### config.mk
export PLATFORM = sky130hd
export DESIGN_NAME = calendar_day_difference_flat
export DESIGN_NICKNAME = d
export VERILOG_FILES = /design/src/rtl/cdd_pkg.sv /design/src/rtl/cdd_in_if.sv /design/src/rtl/cdd_out_if.sv /design/src/rtl/cdd_front.sv /design/src/rtl/cdd_queue.sv /design/src/rtl/cdd_back.sv /design/src/rtl/calendar_day_difference.sv /design/src/flat_wrapper.sv
export SDC_FILE = /design/constraint.sdc
export NUM_CORES = 1
export LEC_CHECK = 0
export BUFFER_PORTS_ARGS = -buffer_cell sky130_fd_sc_hd__buf_4
export CORE_ASPECT_RATIO = 0.8
export CORE_MARGIN = 3
export CORE_UTILIZATION = 45
export CTS_CLUSTER_SIZE = 8
export DETAILED_ROUTE_END_ITERATION = 7
export GPL_TIMING_DRIVEN = 0
export MAX_ROUTING_LAYER = met4
export PLACE_DENSITY_LB_ADDON = 0.05
export SETUP_SLACK_MARGIN = 0.3
export SLEW_MARGIN = 20
export SYNTH_ARGS = -nofsm -noshare
export SYNTH_HDL_FRONTEND = slang
export SYNTH_SLANG_ARGS = --single-unit
### constraint.sdc
create_clock -name clk -period 19.6 [get_ports clk]
set_clock_uncertainty 0.1 [all_clocks]
set_input_delay 4.9 -clock clk [delete_from_list [all_inputs] [get_ports clk]]
set_output_delay 4.9 -clock clk [all_outputs]
set_load 0.02 [all_outputs]
### src/rtl/cdd_pkg.sv
// cdd_pkg: types, constants and calendar tables shared by the day difference block
// no dependencies
`timescale 1ns / 1ps
`default_nettype none

package cdd_pkg;

  localparam int unsigned YearW = 15;
  localparam int unsigned DoyW  = 18;
  localparam int unsigned AccW  = 25;
  localparam int unsigned OutW  = 23;

  // one normalized date as the back end needs it
  typedef struct packed {
    logic [YearW-1:0]       year;
    logic signed [DoyW-1:0] doy;
    logic                   leap;
    logic [6:0]             r100;
    logic [1:0]             q4;
  } date_t;

  typedef struct packed {
    date_t a;
    date_t b;
  } entry_t;

  // queue status seen by the back end
  typedef struct packed {
    logic   valid;
    entry_t data;
  } q_out_t;

  function automatic logic [4:0] month_days(input logic [3:0] m, input logic leap);
    logic [4:0] len;
    case (m)
      4'd2:                      len = leap ? 5'd29 : 5'd28;
      4'd4, 4'd6, 4'd9, 4'd11:   len = 5'd30;
      default:                   len = 5'd31;
    endcase
    return len;
  endfunction

  function automatic logic [8:0] days_before(input logic [3:0] m, input logic leap);
    logic [8:0] acc;
    case (m)
      4'd1:    acc = 9'd0;
      4'd2:    acc = 9'd31;
      4'd3:    acc = 9'd59;
      4'd4:    acc = 9'd90;
      4'd5:    acc = 9'd120;
      4'd6:    acc = 9'd151;
      4'd7:    acc = 9'd181;
      4'd8:    acc = 9'd212;
      4'd9:    acc = 9'd243;
      4'd10:   acc = 9'd273;
      4'd11:   acc = 9'd304;
      default: acc = 9'd334;
    endcase
    if (leap && (m > 4'd2)) begin
      acc = acc + 9'd1;
    end
    return acc;
  endfunction

endpackage

`default_nettype wire

### src/rtl/cdd_in_if.sv
// cdd_in_if: input channel carrying two raw dates and the day offset
// no dependencies
`timescale 1ns / 1ps
`default_nettype none

interface cdd_in_if;
  logic               valid;
  logic               ready;
  logic signed [7:0]  first_day;
  logic signed [7:0]  first_month;
  logic signed [14:0] first_year;
  logic signed [16:0] first_offset;
  logic signed [7:0]  second_day;
  logic signed [7:0]  second_month;
  logic signed [14:0] second_year;

  modport source (output valid, first_day, first_month, first_year, first_offset,
                  second_day, second_month, second_year, input ready);
  modport sink (input valid, first_day, first_month, first_year, first_offset,
                second_day, second_month, second_year, output ready);
endinterface

`default_nettype wire

### src/rtl/cdd_out_if.sv
// cdd_out_if: result channel carrying the day count
// no dependencies
`timescale 1ns / 1ps
`default_nettype none

interface cdd_out_if;
  logic               valid;
  logic               ready;
  logic signed [22:0] day_count;

  modport source (output valid, day_count, input ready);
  modport sink (input valid, day_count, output ready);
endinterface

`default_nettype wire

### src/rtl/cdd_front.sv
// cdd_front: takes raw dates, normalizes them and pushes them into the queue
// depends on cdd_pkg and cdd_in_if
`timescale 1ns / 1ps
`default_nettype none

module cdd_front (
  input  wire logic     clk,
  input  wire logic     rst,
  cdd_in_if.sink        dates,
  output logic          push,
  output cdd_pkg::entry_t entry,
  input  wire logic     full
);

  typedef struct packed {
    logic [7:0]                  dm;
    logic [7:0]                  mm;
    logic [3:0]                  mq;
    logic [cdd_pkg::YearW-1:0]   ym;
    logic [7:0]                  yq;
  } raw_t;

  function automatic raw_t prep(input logic [7:0] d, input logic [7:0] m,
                                input logic [cdd_pkg::YearW-1:0] y);
    logic [13:0] mp;
    logic [27:0] yp;
    raw_t r;
    r.dm = d[7] ? (~d + 8'd1) : d;
    r.mm = m[7] ? (~m + 8'd1) : m;
    r.ym = y[cdd_pkg::YearW-1] ? (~y + 15'd1) : y;
    // divide by 12 and by 100 through reciprocals
    mp = 14'(r.mm) * 14'd43;
    yp = 28'(r.ym) * 28'd5243;
    r.mq = mp[12:9];
    r.yq = yp[26:19];
    return r;
  endfunction

  function automatic cdd_pkg::date_t finish(input raw_t r);
    logic [7:0]  mrem;
    logic [3:0]  mn;
    logic [14:0] yrem;
    logic [4:0]  len;
    logic [7:0]  dn;
    logic [8:0]  doy;
    cdd_pkg::date_t o;
    mrem = r.mm - {1'b0, r.mq, 3'b000} - {2'b00, r.mq, 2'b00};
    mn = (mrem[3:0] == 4'd0) ? 4'd12 : mrem[3:0];
    yrem = r.ym - (15'(r.yq) * 15'd100);
    o.year = r.ym;
    o.r100 = yrem[6:0];
    o.q4 = r.yq[1:0];
    o.leap = (o.r100 == 7'd0) ? (o.q4 == 2'd0) : (r.ym[1:0] == 2'b00);
    len = cdd_pkg::month_days(mn, o.leap);
    dn = (r.dm > 8'(len)) ? 8'd1 : r.dm;
    doy = cdd_pkg::days_before(mn, o.leap) + 9'(dn);
    o.doy = signed'(18'(doy));
    return o;
  endfunction

  logic        v1;
  raw_t        ra;
  raw_t        rb;
  logic signed [16:0] off;
  cdd_pkg::date_t da;

  assign push = v1 && !full;
  assign dates.ready = !v1 || push;

  always_ff @(posedge clk) begin
    if (rst) begin
      v1 <= 1'b0;
    end else if (dates.ready) begin
      v1 <= dates.valid;
    end
    if (dates.ready && dates.valid) begin
      ra  <= prep(dates.first_day, dates.first_month, dates.first_year);
      rb  <= prep(dates.second_day, dates.second_month, dates.second_year);
      off <= dates.first_offset;
    end
  end

  always_comb begin
    da = finish(ra);
    da.doy = da.doy + {off[16], off};
    entry.a = da;
    entry.b = finish(rb);
  end

endmodule

`default_nettype wire

### src/rtl/cdd_queue.sv
// cdd_queue: two-entry queue between the front and back ends
// depends on cdd_pkg
`timescale 1ns / 1ps
`default_nettype none

module cdd_queue (
  input  wire logic             clk,
  input  wire logic             rst,
  input  wire logic             push,
  input  wire cdd_pkg::entry_t  entry,
  output logic                  full,
  input  wire logic             pop,
  output cdd_pkg::q_out_t       head
);

  cdd_pkg::entry_t slots [2];
  logic       wr_ptr;
  logic       rd_ptr;
  logic [1:0] count;

  assign full = (count == 2'd2);
  assign head.valid = (count != 2'd0);
  assign head.data = slots[rd_ptr];

  always_ff @(posedge clk) begin
    if (rst) begin
      wr_ptr <= 1'b0;
      rd_ptr <= 1'b0;
      count  <= 2'd0;
    end else begin
      if (push) begin
        wr_ptr <= ~wr_ptr;
      end
      if (pop) begin
        rd_ptr <= ~rd_ptr;
      end
      count <= count + 2'(push) - 2'(pop);
    end
    if (push) begin
      slots[wr_ptr] <= entry;
    end
  end

endmodule

`default_nettype wire

### src/rtl/cdd_back.sv
// cdd_back: orders two dates and counts the days between them, one year a cycle
// depends on cdd_pkg and cdd_out_if
`timescale 1ns / 1ps
`default_nettype none

module cdd_back (
  input  wire logic             clk,
  input  wire logic             rst,
  input  wire cdd_pkg::q_out_t  head,
  output logic                  pop,
  cdd_out_if.source             result
);

  typedef enum logic [1:0] {IDLE, ORDER, LOOP, DONE} state_t;

  function automatic logic signed [cdd_pkg::AccW-1:0] sx(
      input logic signed [cdd_pkg::DoyW-1:0] v);
    return {{(cdd_pkg::AccW-cdd_pkg::DoyW){v[cdd_pkg::DoyW-1]}}, v};
  endfunction

  state_t          state;
  cdd_pkg::entry_t cur_entry;
  cdd_pkg::date_t  e;
  cdd_pkg::date_t  l;
  logic            a_first;
  logic [cdd_pkg::YearW-1:0] ly;
  logic [cdd_pkg::YearW-1:0] cur;
  logic [6:0]      c100;
  logic [1:0]      c400;
  logic            cur_leap;
  logic signed [cdd_pkg::AccW-1:0] acc;
  logic            out_valid;
  logic signed [cdd_pkg::OutW-1:0] out_count;

  assign pop = (state == IDLE) && head.valid;
  assign result.valid = out_valid;
  assign result.day_count = out_count;

  always_comb begin
    a_first = (cur_entry.a.year < cur_entry.b.year) ||
              ((cur_entry.a.year == cur_entry.b.year) && (cur_entry.a.doy < cur_entry.b.doy));
    e = a_first ? cur_entry.a : cur_entry.b;
    l = a_first ? cur_entry.b : cur_entry.a;
    cur_leap = (c100 == 7'd0) ? (c400 == 2'd0) : (cur[1:0] == 2'b00);
  end

  always_ff @(posedge clk) begin
    if (rst) begin
      state     <= IDLE;
      out_valid <= 1'b0;
    end else begin
      case (state)
        IDLE: begin
          if (head.valid) begin
            cur_entry <= head.data;
            state     <= ORDER;
          end
        end
        ORDER: begin
          ly <= l.year;
          if (e.year == l.year) begin
            out_count <= cdd_pkg::OutW'(l.doy - e.doy);
            out_valid <= 1'b1;
            state     <= DONE;
          end else begin
            acc  <= cdd_pkg::AccW'(365) - sx(e.doy) + sx(l.doy) +
                    cdd_pkg::AccW'(e.leap);
            cur  <= e.year + 15'd1;
            c100 <= (e.r100 == 7'd99) ? 7'd0 : e.r100 + 7'd1;
            c400 <= (e.r100 == 7'd99) ? e.q4 + 2'd1 : e.q4;
            state <= LOOP;
          end
        end
        LOOP: begin
          if (cur == ly) begin
            out_count <= acc[cdd_pkg::OutW-1:0];
            out_valid <= 1'b1;
            state     <= DONE;
          end else begin
            // whole intermediate year
            acc  <= acc + cdd_pkg::AccW'(365) + cdd_pkg::AccW'(cur_leap);
            cur  <= cur + 15'd1;
            c100 <= (c100 == 7'd99) ? 7'd0 : c100 + 7'd1;
            c400 <= (c100 == 7'd99) ? c400 + 2'd1 : c400;
          end
        end
        DONE: begin
          if (result.ready) begin
            out_valid <= 1'b0;
            state     <= IDLE;
          end
        end
        default: begin
          state <= IDLE;
        end
      endcase
    end
  end

endmodule

`default_nettype wire

### src/rtl/calendar_day_difference.sv
// calendar_day_difference: days between two Gregorian dates
// dates within one year skip the year loop; otherwise the back end adds each intermediate year in turn
// the front end keeps taking items into a two-entry queue while the back end counts, until the queue is full
// reset: synchronous, active high; clears queue, pipeline valid and back-end state
// depends on cdd_pkg, cdd_in_if, cdd_out_if, cdd_front, cdd_queue, cdd_back
`timescale 1ns / 1ps
`default_nettype none

module calendar_day_difference (
  input  wire logic clk,
  input  wire logic rst,
  cdd_in_if.sink    dates,
  cdd_out_if.source result
);

  logic            push;
  logic            q_full;
  logic            pop;
  cdd_pkg::entry_t entry;
  cdd_pkg::q_out_t head;

  cdd_front u_front (
    .clk   (clk),
    .rst   (rst),
    .dates (dates),
    .push  (push),
    .entry (entry),
    .full  (q_full)
  );

  cdd_queue u_queue (
    .clk   (clk),
    .rst   (rst),
    .push  (push),
    .entry (entry),
    .full  (q_full),
    .pop   (pop),
    .head  (head)
  );

  cdd_back u_back (
    .clk    (clk),
    .rst    (rst),
    .head   (head),
    .pop    (pop),
    .result (result)
  );

`ifndef ASSERT_OFF
  // no push into a full queue
  assert property (@(posedge clk) disable iff (rst) push |-> !q_full)
    else $error("push into full queue");
  // a queued item stays until popped
  assert property (@(posedge clk) disable iff (rst) (head.valid && !pop) |=> head.valid)
    else $error("queued item lost");
  // pop only with a queued item
  assert property (@(posedge clk) disable iff (rst) pop |-> head.valid)
    else $error("pop from empty queue");
`endif

endmodule

`default_nettype wire

### src/flat_wrapper.sv
// flat-port wrapper written by rule: the top's interface ports become plain ports
module calendar_day_difference_flat 
  (clk, rst, dates_valid, dates_first_day, dates_first_month, dates_first_year, dates_first_offset, dates_second_day, dates_second_month, dates_second_year, dates_ready, result_valid, result_day_count, result_ready);
  cdd_in_if dates_i ();
  cdd_out_if result_i ();
  input  wire logic clk;
  input  wire logic rst;
  input wire logic [$bits(dates_i.valid)-1:0] dates_valid;
  input wire logic [$bits(dates_i.first_day)-1:0] dates_first_day;
  input wire logic [$bits(dates_i.first_month)-1:0] dates_first_month;
  input wire logic [$bits(dates_i.first_year)-1:0] dates_first_year;
  input wire logic [$bits(dates_i.first_offset)-1:0] dates_first_offset;
  input wire logic [$bits(dates_i.second_day)-1:0] dates_second_day;
  input wire logic [$bits(dates_i.second_month)-1:0] dates_second_month;
  input wire logic [$bits(dates_i.second_year)-1:0] dates_second_year;
  output wire logic [$bits(dates_i.ready)-1:0] dates_ready;
  output wire logic [$bits(result_i.valid)-1:0] result_valid;
  output wire logic [$bits(result_i.day_count)-1:0] result_day_count;
  input wire logic [$bits(result_i.ready)-1:0] result_ready;
  assign dates_i.valid = dates_valid;
  assign dates_i.first_day = dates_first_day;
  assign dates_i.first_month = dates_first_month;
  assign dates_i.first_year = dates_first_year;
  assign dates_i.first_offset = dates_first_offset;
  assign dates_i.second_day = dates_second_day;
  assign dates_i.second_month = dates_second_month;
  assign dates_i.second_year = dates_second_year;
  assign dates_ready = dates_i.ready;
  assign result_valid = result_i.valid;
  assign result_day_count = result_i.day_count;
  assign result_i.ready = result_ready;
  calendar_day_difference u_core (.clk(clk), .rst(rst), .dates(dates_i), .result(result_i));
endmodule
# After elaboration in Yosys (flattened, before gate mapping)
# Memory sizes are Yosys's and may differ from the RTL's. A register that Yosys moved wholly into a read port is not among the register bits.
# Index checks and enable logic that the tools add are counted.
[totals]
in_bits = 83
mem_count = 3
ff_bits = 204
ram_bits = 154
output_inout_bits = 25
elab_cells = 192
romBits = 288
[mem_list]
columns = ["name", "words", "word_bits", "read_ports", "rd_ports_with_merged_regs", "write_ports", "line", "text"]
rows = [
  ["u_core.u_queue.slots", 2, 77, 1, 1, 1, "cdd_queue.sv:16", "cdd_pkg::entry_t slots [2];"],
  ["(no name shown)", 16, 9, 1, 0, 0, "cdd_pkg.sv:45", "case (m)"],
  ["(no name shown)", 16, 9, 1, 0, 0, "cdd_pkg.sv:45", ""],
]
[classes]
bitwise = 9
n_reduce_logical = 34
eq_ne = 26
add_sub_neg = 31
multipliers = 6
n_mux = 51
magnitude_cmp = 6
[op_table]
columns = ["op", "n"]
rows = [
  ["$mux W43", 2],
  ["$add A15 B1 Y15 const B", 4],
  ["$mux W15", 4],
  ["$mul A15 B13 Y27 const B", 2],
  ["$mux W25", 2],
  ["$pmux W25 S2", 1],
  ["$mux W23", 2],
  ["$pmux W23 S2", 1],
  ["$eq A15 B15 Y1", 3],
  ["$mux W7", 6],
  ["$add A8 B1 Y8 const B", 4],
  ["$mux W8", 4],
  ["$not A8 Y8", 4],
  ["$not A15 Y15", 2],
  ["$pmux W15 S2", 1],
  ["$add A25 B1 Y25", 1],
  ["$add A25 B9 Y25 const B", 1],
  ["$mul A8 B6 Y11 const B", 2],
  ["$add A20 B2 Y21", 1],
  ["$logic_not A7 Y1", 3],
  ["$add A19 B18 Y20", 1],
  ["$sub A10 B18 Y19 const A", 1],
  ["$sub A18 B18 Y19", 1],
  ["$add A10 B17 Y18", 1],
  ["41 further kinds", 109],
]

# Depth between registers and ports, before layout
[logic_depth]
word_depth = 11
mapped_depth = 34
depth_no_buf = 34

# Hierarchy
# From an unflattened synthesis, not the netlist that was laid out.
[unflattened]
cells_unflattened = 2715
area_unflattened_um2 = 31616.6
[by_module_without_submodules]
columns = ["module", "cells_each", "area_per_inst_um2", "instances", "seq_area_each_um2"]
rows = [
  ["cdd_front", 1436, 14501.4, 1, 2572.5],
  ["cdd_back", 990, 10486.3, 1, 5195.0],
  ["cdd_queue", 289, 6628.9, 1, 5265.0],
]

# Worst setup path after synthesis
# OpenSTA, ideal clock, no wires.
[synth_path]
path_kind = "input to register"
from = "in dates_second_year[9]"
to = "reg u_core.u_front.rb[4] (netlist bit) (data pin)"
setup_time_ns = 0.262
setup_slack_ns = 8.342
arrival_time_ns = 10.896
path_stages = 23
required_time_ns = 19.238
path_buffers = 0
cell_sequence = "or4_1 > or3_1 > o31a_1 > xor2_1 > ha_1 > inv_1 > fa_1 > fa_1 > inv_1 > fa_1 > fa_1 > ha_1 > o21a_1 > o21a_1 > o21a_1 > o21a_1 > o21a_1 > o21ai_0 > a311oi_1 > nor2_1 > o211ai_1 > a21oi_1 > xor2_1"
[synth_between]
elab_chain_len = 4
[synth_rtl]
columns = ["item", "line", "text"]
rows = [
  ["start, declared", "flat_wrapper.sv:15", "input wire logic [$bits(dates_i.second_year)-1:0] dates_second_year;"],
  ["$not A15 Y15", "cdd_front.sv:30", "r.ym = y[cdd_pkg::YearW-1] ? (~y + 15'd1) : y;"],
  ["$add A15 B1 Y15", "cdd_front.sv:30", ""],
  ["$mux W15 (*)", "cdd_front.sv:30", ""],
  ["$mul A15 B13 Y27 (*)", "cdd_front.sv:33", "yp = 28'(r.ym) * 28'd5243;"],
  ["end signal, assigned", "cdd_front.sv:78", "rb <= prep(dates.second_day, dates.second_month, dates.second_year);"],
  ["end, declared", "cdd_front.sv:63", "raw_t rb;"],
]
# Every way passes the cells marked *; elsewhere a longest branch is shown, timed or not.
# A chain may end at the register's enable or synchronous reset.

# Worst setup path in the final report
[layout_path]
from = "in dates_second_year[0]"
to = "reg u_core.u_front.rb[4] (netlist bit) (data pin)"
# The elaborated chain is that of the path after synthesis.

==> impl_metrics.py <==
metrics = {
    "worst_setup_path": {
        "critical_path_arrival_ns": 11.56,
        "critical_path.slowest_cell": "or4b_2",
        "crit_required_ns": 19.86,
        "critPathLaunchType": "primary input",
        "end_kind": "flip-flop",
        "cp_max_fo": 6,
        "path_class": "primary input to flip-flop",
        "worst_path_largest_cell_delay_ns": 0.72,
    },
    "final_layout": {
        "drive_above_1_share": 0.124,
        "diodes": 0,
        "multi_input_area_sq_mm": 0.0154,
        "syn_to_final_growth_pct": 13.3,
        "ff_latch_area_sq_mm": 0.0118,
        "nNetsFinal": 3252,
        "fill_cells": 5651,
    },
    "run": {
        "maxCapViolCount": 0,
    },
    "route": {
        "met1_length_um": 32700,
        "avgViaCountPerCell": 5.17,
        "vias": 18280,
        "wl_per_cell_um": 17.8,
        "drt_pass1_iterations": 5,
        "drc": 0,
        "ant_nets": 0,
        "routed-wl-met2_um": 26300,
        "drt_iter0_drc": 1024,
        "met3_length_um": 2990,
        "wl_um": 62900,
        "top_layer": "met4",
    },
    "min_path": {
        "hold_class": "flip-flop to flip-flop",
    },
    "global_routing": {
        "antenna_found_initial": 1,
        "grt_overflow": 0,
        "grt_max_degree": 52,
        "grt_first_pass_wirelength_um": 101000,
        "grt_util_all_layers": 0.198,
        "first_global_vias": 18496,
    },
    "clock_network": {
        "postCtsSetupBuffers": 0,
        "cts-root-buf": "clkbuf_16",
        "numClockSinks": 397,
        "clkTransAtPathRegs_ns": 0.05,
        "htreeDepth": 2,
        "cts_buffers": 56,
        "cts-hold-fix-buffers": 0,
        "cts_tree": "built",
        "post_cts_resized": 0,
        "cts_buffer_depth": 3,
        "clk_latency_ns": 0.62,
    },
    "die": {
        "rows": 82,
        "pin_count": 108,
        "core_sq_mm": 0.0630,
        "die_area_sq_mm": 0.0671,
        "die-width_um": 289,
        "die_h_um": 232,
        "initial_core_util": 0.457,
    },
    "power": {
        "p_int_w": 0.00326,
        "power_switching_w": 0.00226,
        "vdd_ir_drop_max_mv": 0.0959,
        "p_comb_frac": 0.577,
        "cellLeakagePower_nw": 13.9,
        "switching_share": 0.409,
        "power.share.clock": 0.159,
        "power_density_mw_per_mm2": 169,
        "p_seq_frac": 0.264,
        "power_w": 0.00552,
    },
    "logic_synthesis": {
        "synthMuxAreaShare": 0.0485,
        "synthesis.area_sq_mm": 0.0288,
        "synth_top_family_by_area": "adder cells",
        "synthSimpleGateAreaFrac": 0.0771,
        "synth-compound-area-share": 0.0801,
        "synthFlopType": "edfxtp_1",
        "yosysWarningCount": 0,
        "syn_inst": 2486,
        "syn_avg_cell_area_sq_um": 11.6,
        "synth_xor_area_frac": 0.0672,
        "ys_types": 82,
        "ys_seq_area_frac": 0.411,
        "synthArstFlopShare": 0,
        "synth_edf_count": 389,
        "yosys_register_bits": 397,
        "synthAdderAreaFrac": 0.257,
    },
    "timing": {
        "report.final.slew_viol_count": 0,
        "rsz0062_at_grt": "false",
        "timing.final.ws_setup_ns": 8.30,
        "worst_pin_slew_ns": 1.09,
        "fin_crit_sh": 0.577,
        "relSlewSlack": 0.271,
        "hold_viol": 0,
        "period_minus_slack_ns": 11.30,
        "setup_viol": 0,
        "finalSetupTns_ns": 0,
        "max_clock_freq_mhz": 88.5,
    },
    "place": {
        "io_buffers": 107,
        "post-place-ws_ns": 7.39,
        "dpl.hpwl_um": 49600,
        "gp_congestion": 0.887,
    },
    "status": {
        "status": "completed",
    },
}
-- final cells by class --
class,instances,area share
Tap cell,840,0.0322
Buffer,44,0.00644
Multi-Input combinational cell,1654,0.472
Sequential cell,397,0.363
Clock inverter,5,0.00234
Clock buffer,79,0.0462
Timing Repair Buffer,124,0.0321
Inverter,396,0.0455
-- per-stage QoR --
stage | hold WS [ns] | cell area [sq um] | instances | util
floorplan | 0.321 | 28800 | 2491 | -
finish | 0.324 | 32600 | 3539 | 0.518
CTS | 0.327 | 32600 | 3539 | 0.517
detailed placement | 0.330 | 31000 | 3455 | 0.492
global route | 0.340 | 32600 | 3539 | 0.518
global placement | 0.325 | 30700 | 3438 | 0.487
-- critical path: cells and delay by family --
family	cells	cell delay (ns)
buffers and inverters	6	0.71
xor gates and xnor gates	2	0.49
adders and majority gates	6	2.49
AOI/OAI and AO/OA	10	1.83
and+or+nand+nor	3	1.13
-- cells in the mapped netlist (all sizes together) (10+ instances only) --
master	instances	share of area
o211ai	10	0.0026
o21ai	116	0.020
nand2b	22	0.0048
nand3	32	0.0056
ha	337	0.15
inv	396	0.052
nor3	25	0.0049
mux2	94	0.037
o31ai	14	0.0036
clkbuf	30	0.0039
nor4	14	0.0035
a21oi	89	0.015
o22ai	10	0.0022
and2	18	0.0039
o21a	16	0.0044
fa	159	0.11
a31oi	13	0.0028
buf	14	0.0034
xor2	60	0.018
a21o	30	0.0078
nor2b	23	0.0050
and3	17	0.0037
o21bai	16	0.0042
or3	10	0.0022
mux2i	32	0.012
nand2	141	0.018
nor2	91	0.012
edfxtp	389	0.41
xnor2	161	0.049
-- per-layer routing --
| metal | up-vias | GRT usage |
|---|---|---|
| met5 | - | - |
| met4 | 0 | 0.0389 |
| met3 | 61 | 0.0275 |
| met2 | 352 | 0.279 |
| met1 | 8884 | 0.305 |
| li1 | 8983 | - |
-- power groups by stage --
| stage | Combinational, W | Clock [W] | Sequential (W) |
|---|---|---|---|
| 6_report | 0.00318 | 0.000878 | 0.00146 |
| 5_1_grt | 0.00366 | 0.000939 | 0.00148 |
| 4_1_cts | 0.00322 | 0.000903 | 0.00146 |
| 2_1_floorplan | 0.00238 | 0 | 0.00146 |
| 3_3_place_gp | 0.00310 | 0 | 0.00149 |
| 3_5_place_dp | 0.00318 | 0 | 0.00147 |
-- placed cells by master (no fill, tap or decap), types with 9 or more instances in the layout --
cell type and instances:
inv_1 394, edfxtp_1 389, ha_1 337, fa_1 159, xnor2_1 151, nand2_1 141
buf_4 113, o21ai_0 107, mux2_2 90, nor2_1 89, a21oi_1 89, xor2_1 58
clkbuf_16 57, clkbuf_1 52, nand3_1 32, a21o_1 30, mux2i_1 29, nor3_1 23
nand2b_1 22, nor2b_1 22, and2_1 17, and3_1 16, o21bai_1 16, o21a_1 15
o31ai_1 14, a31oi_1 13, nor4_1 12, or3_1 10, xnor2_2 10, o211ai_1 10
o22ai_1 10, buf_2 9
-- state kept, by name, indices dropped and copies added, names as in the netlist, 17 cells and up --
| signal | flops |
|---|---|
| u_core.u_front.ra | 17 |
| u_core.u_front.off | 17 |
| u_core.u_back.acc | 23 |
| u_core.u_front.rb | 17 |
| u_core.u_back.cur_entry | 73 |
| u_core.u_front.entry | 34 |
| u_core.u_queue.slots | 146 |
| u_core.u_back.result.day_count | 23 |
-- path summary, 6_finish.rpt --
path | start | cells after the start | endpoint | slack (ns)
setup / recovery | dates_second_year[0] | 27 | u_core.u_front.rb[4] | 8.30
hold / removal | u_core.u_front.entry[81] | 0 | u_core.u_queue.slots[1][72] | 0.32
setup reg to reg | u_core.u_back.cur_entry[85] | 28 | u_core.u_back.acc[17] | 11.81
hold reg to reg | u_core.u_front.entry[81] | 0 | u_core.u_queue.slots[1][72] | 0.32
-- cells by family (layout without fill, tap and decap cells) --
group	Yosys count	count (layout)
buffers and inverters	440	648
AND/OR/NAND/NOR	438	438
AO/OA/AOI/OAI	367	367
XOR/XNOR	221	221
flip-flops	397	397
multiplexers	126	126
other	1	6
adder cells (fa/ha/maj)	496	496
Power figures use the tool's default switching activity.
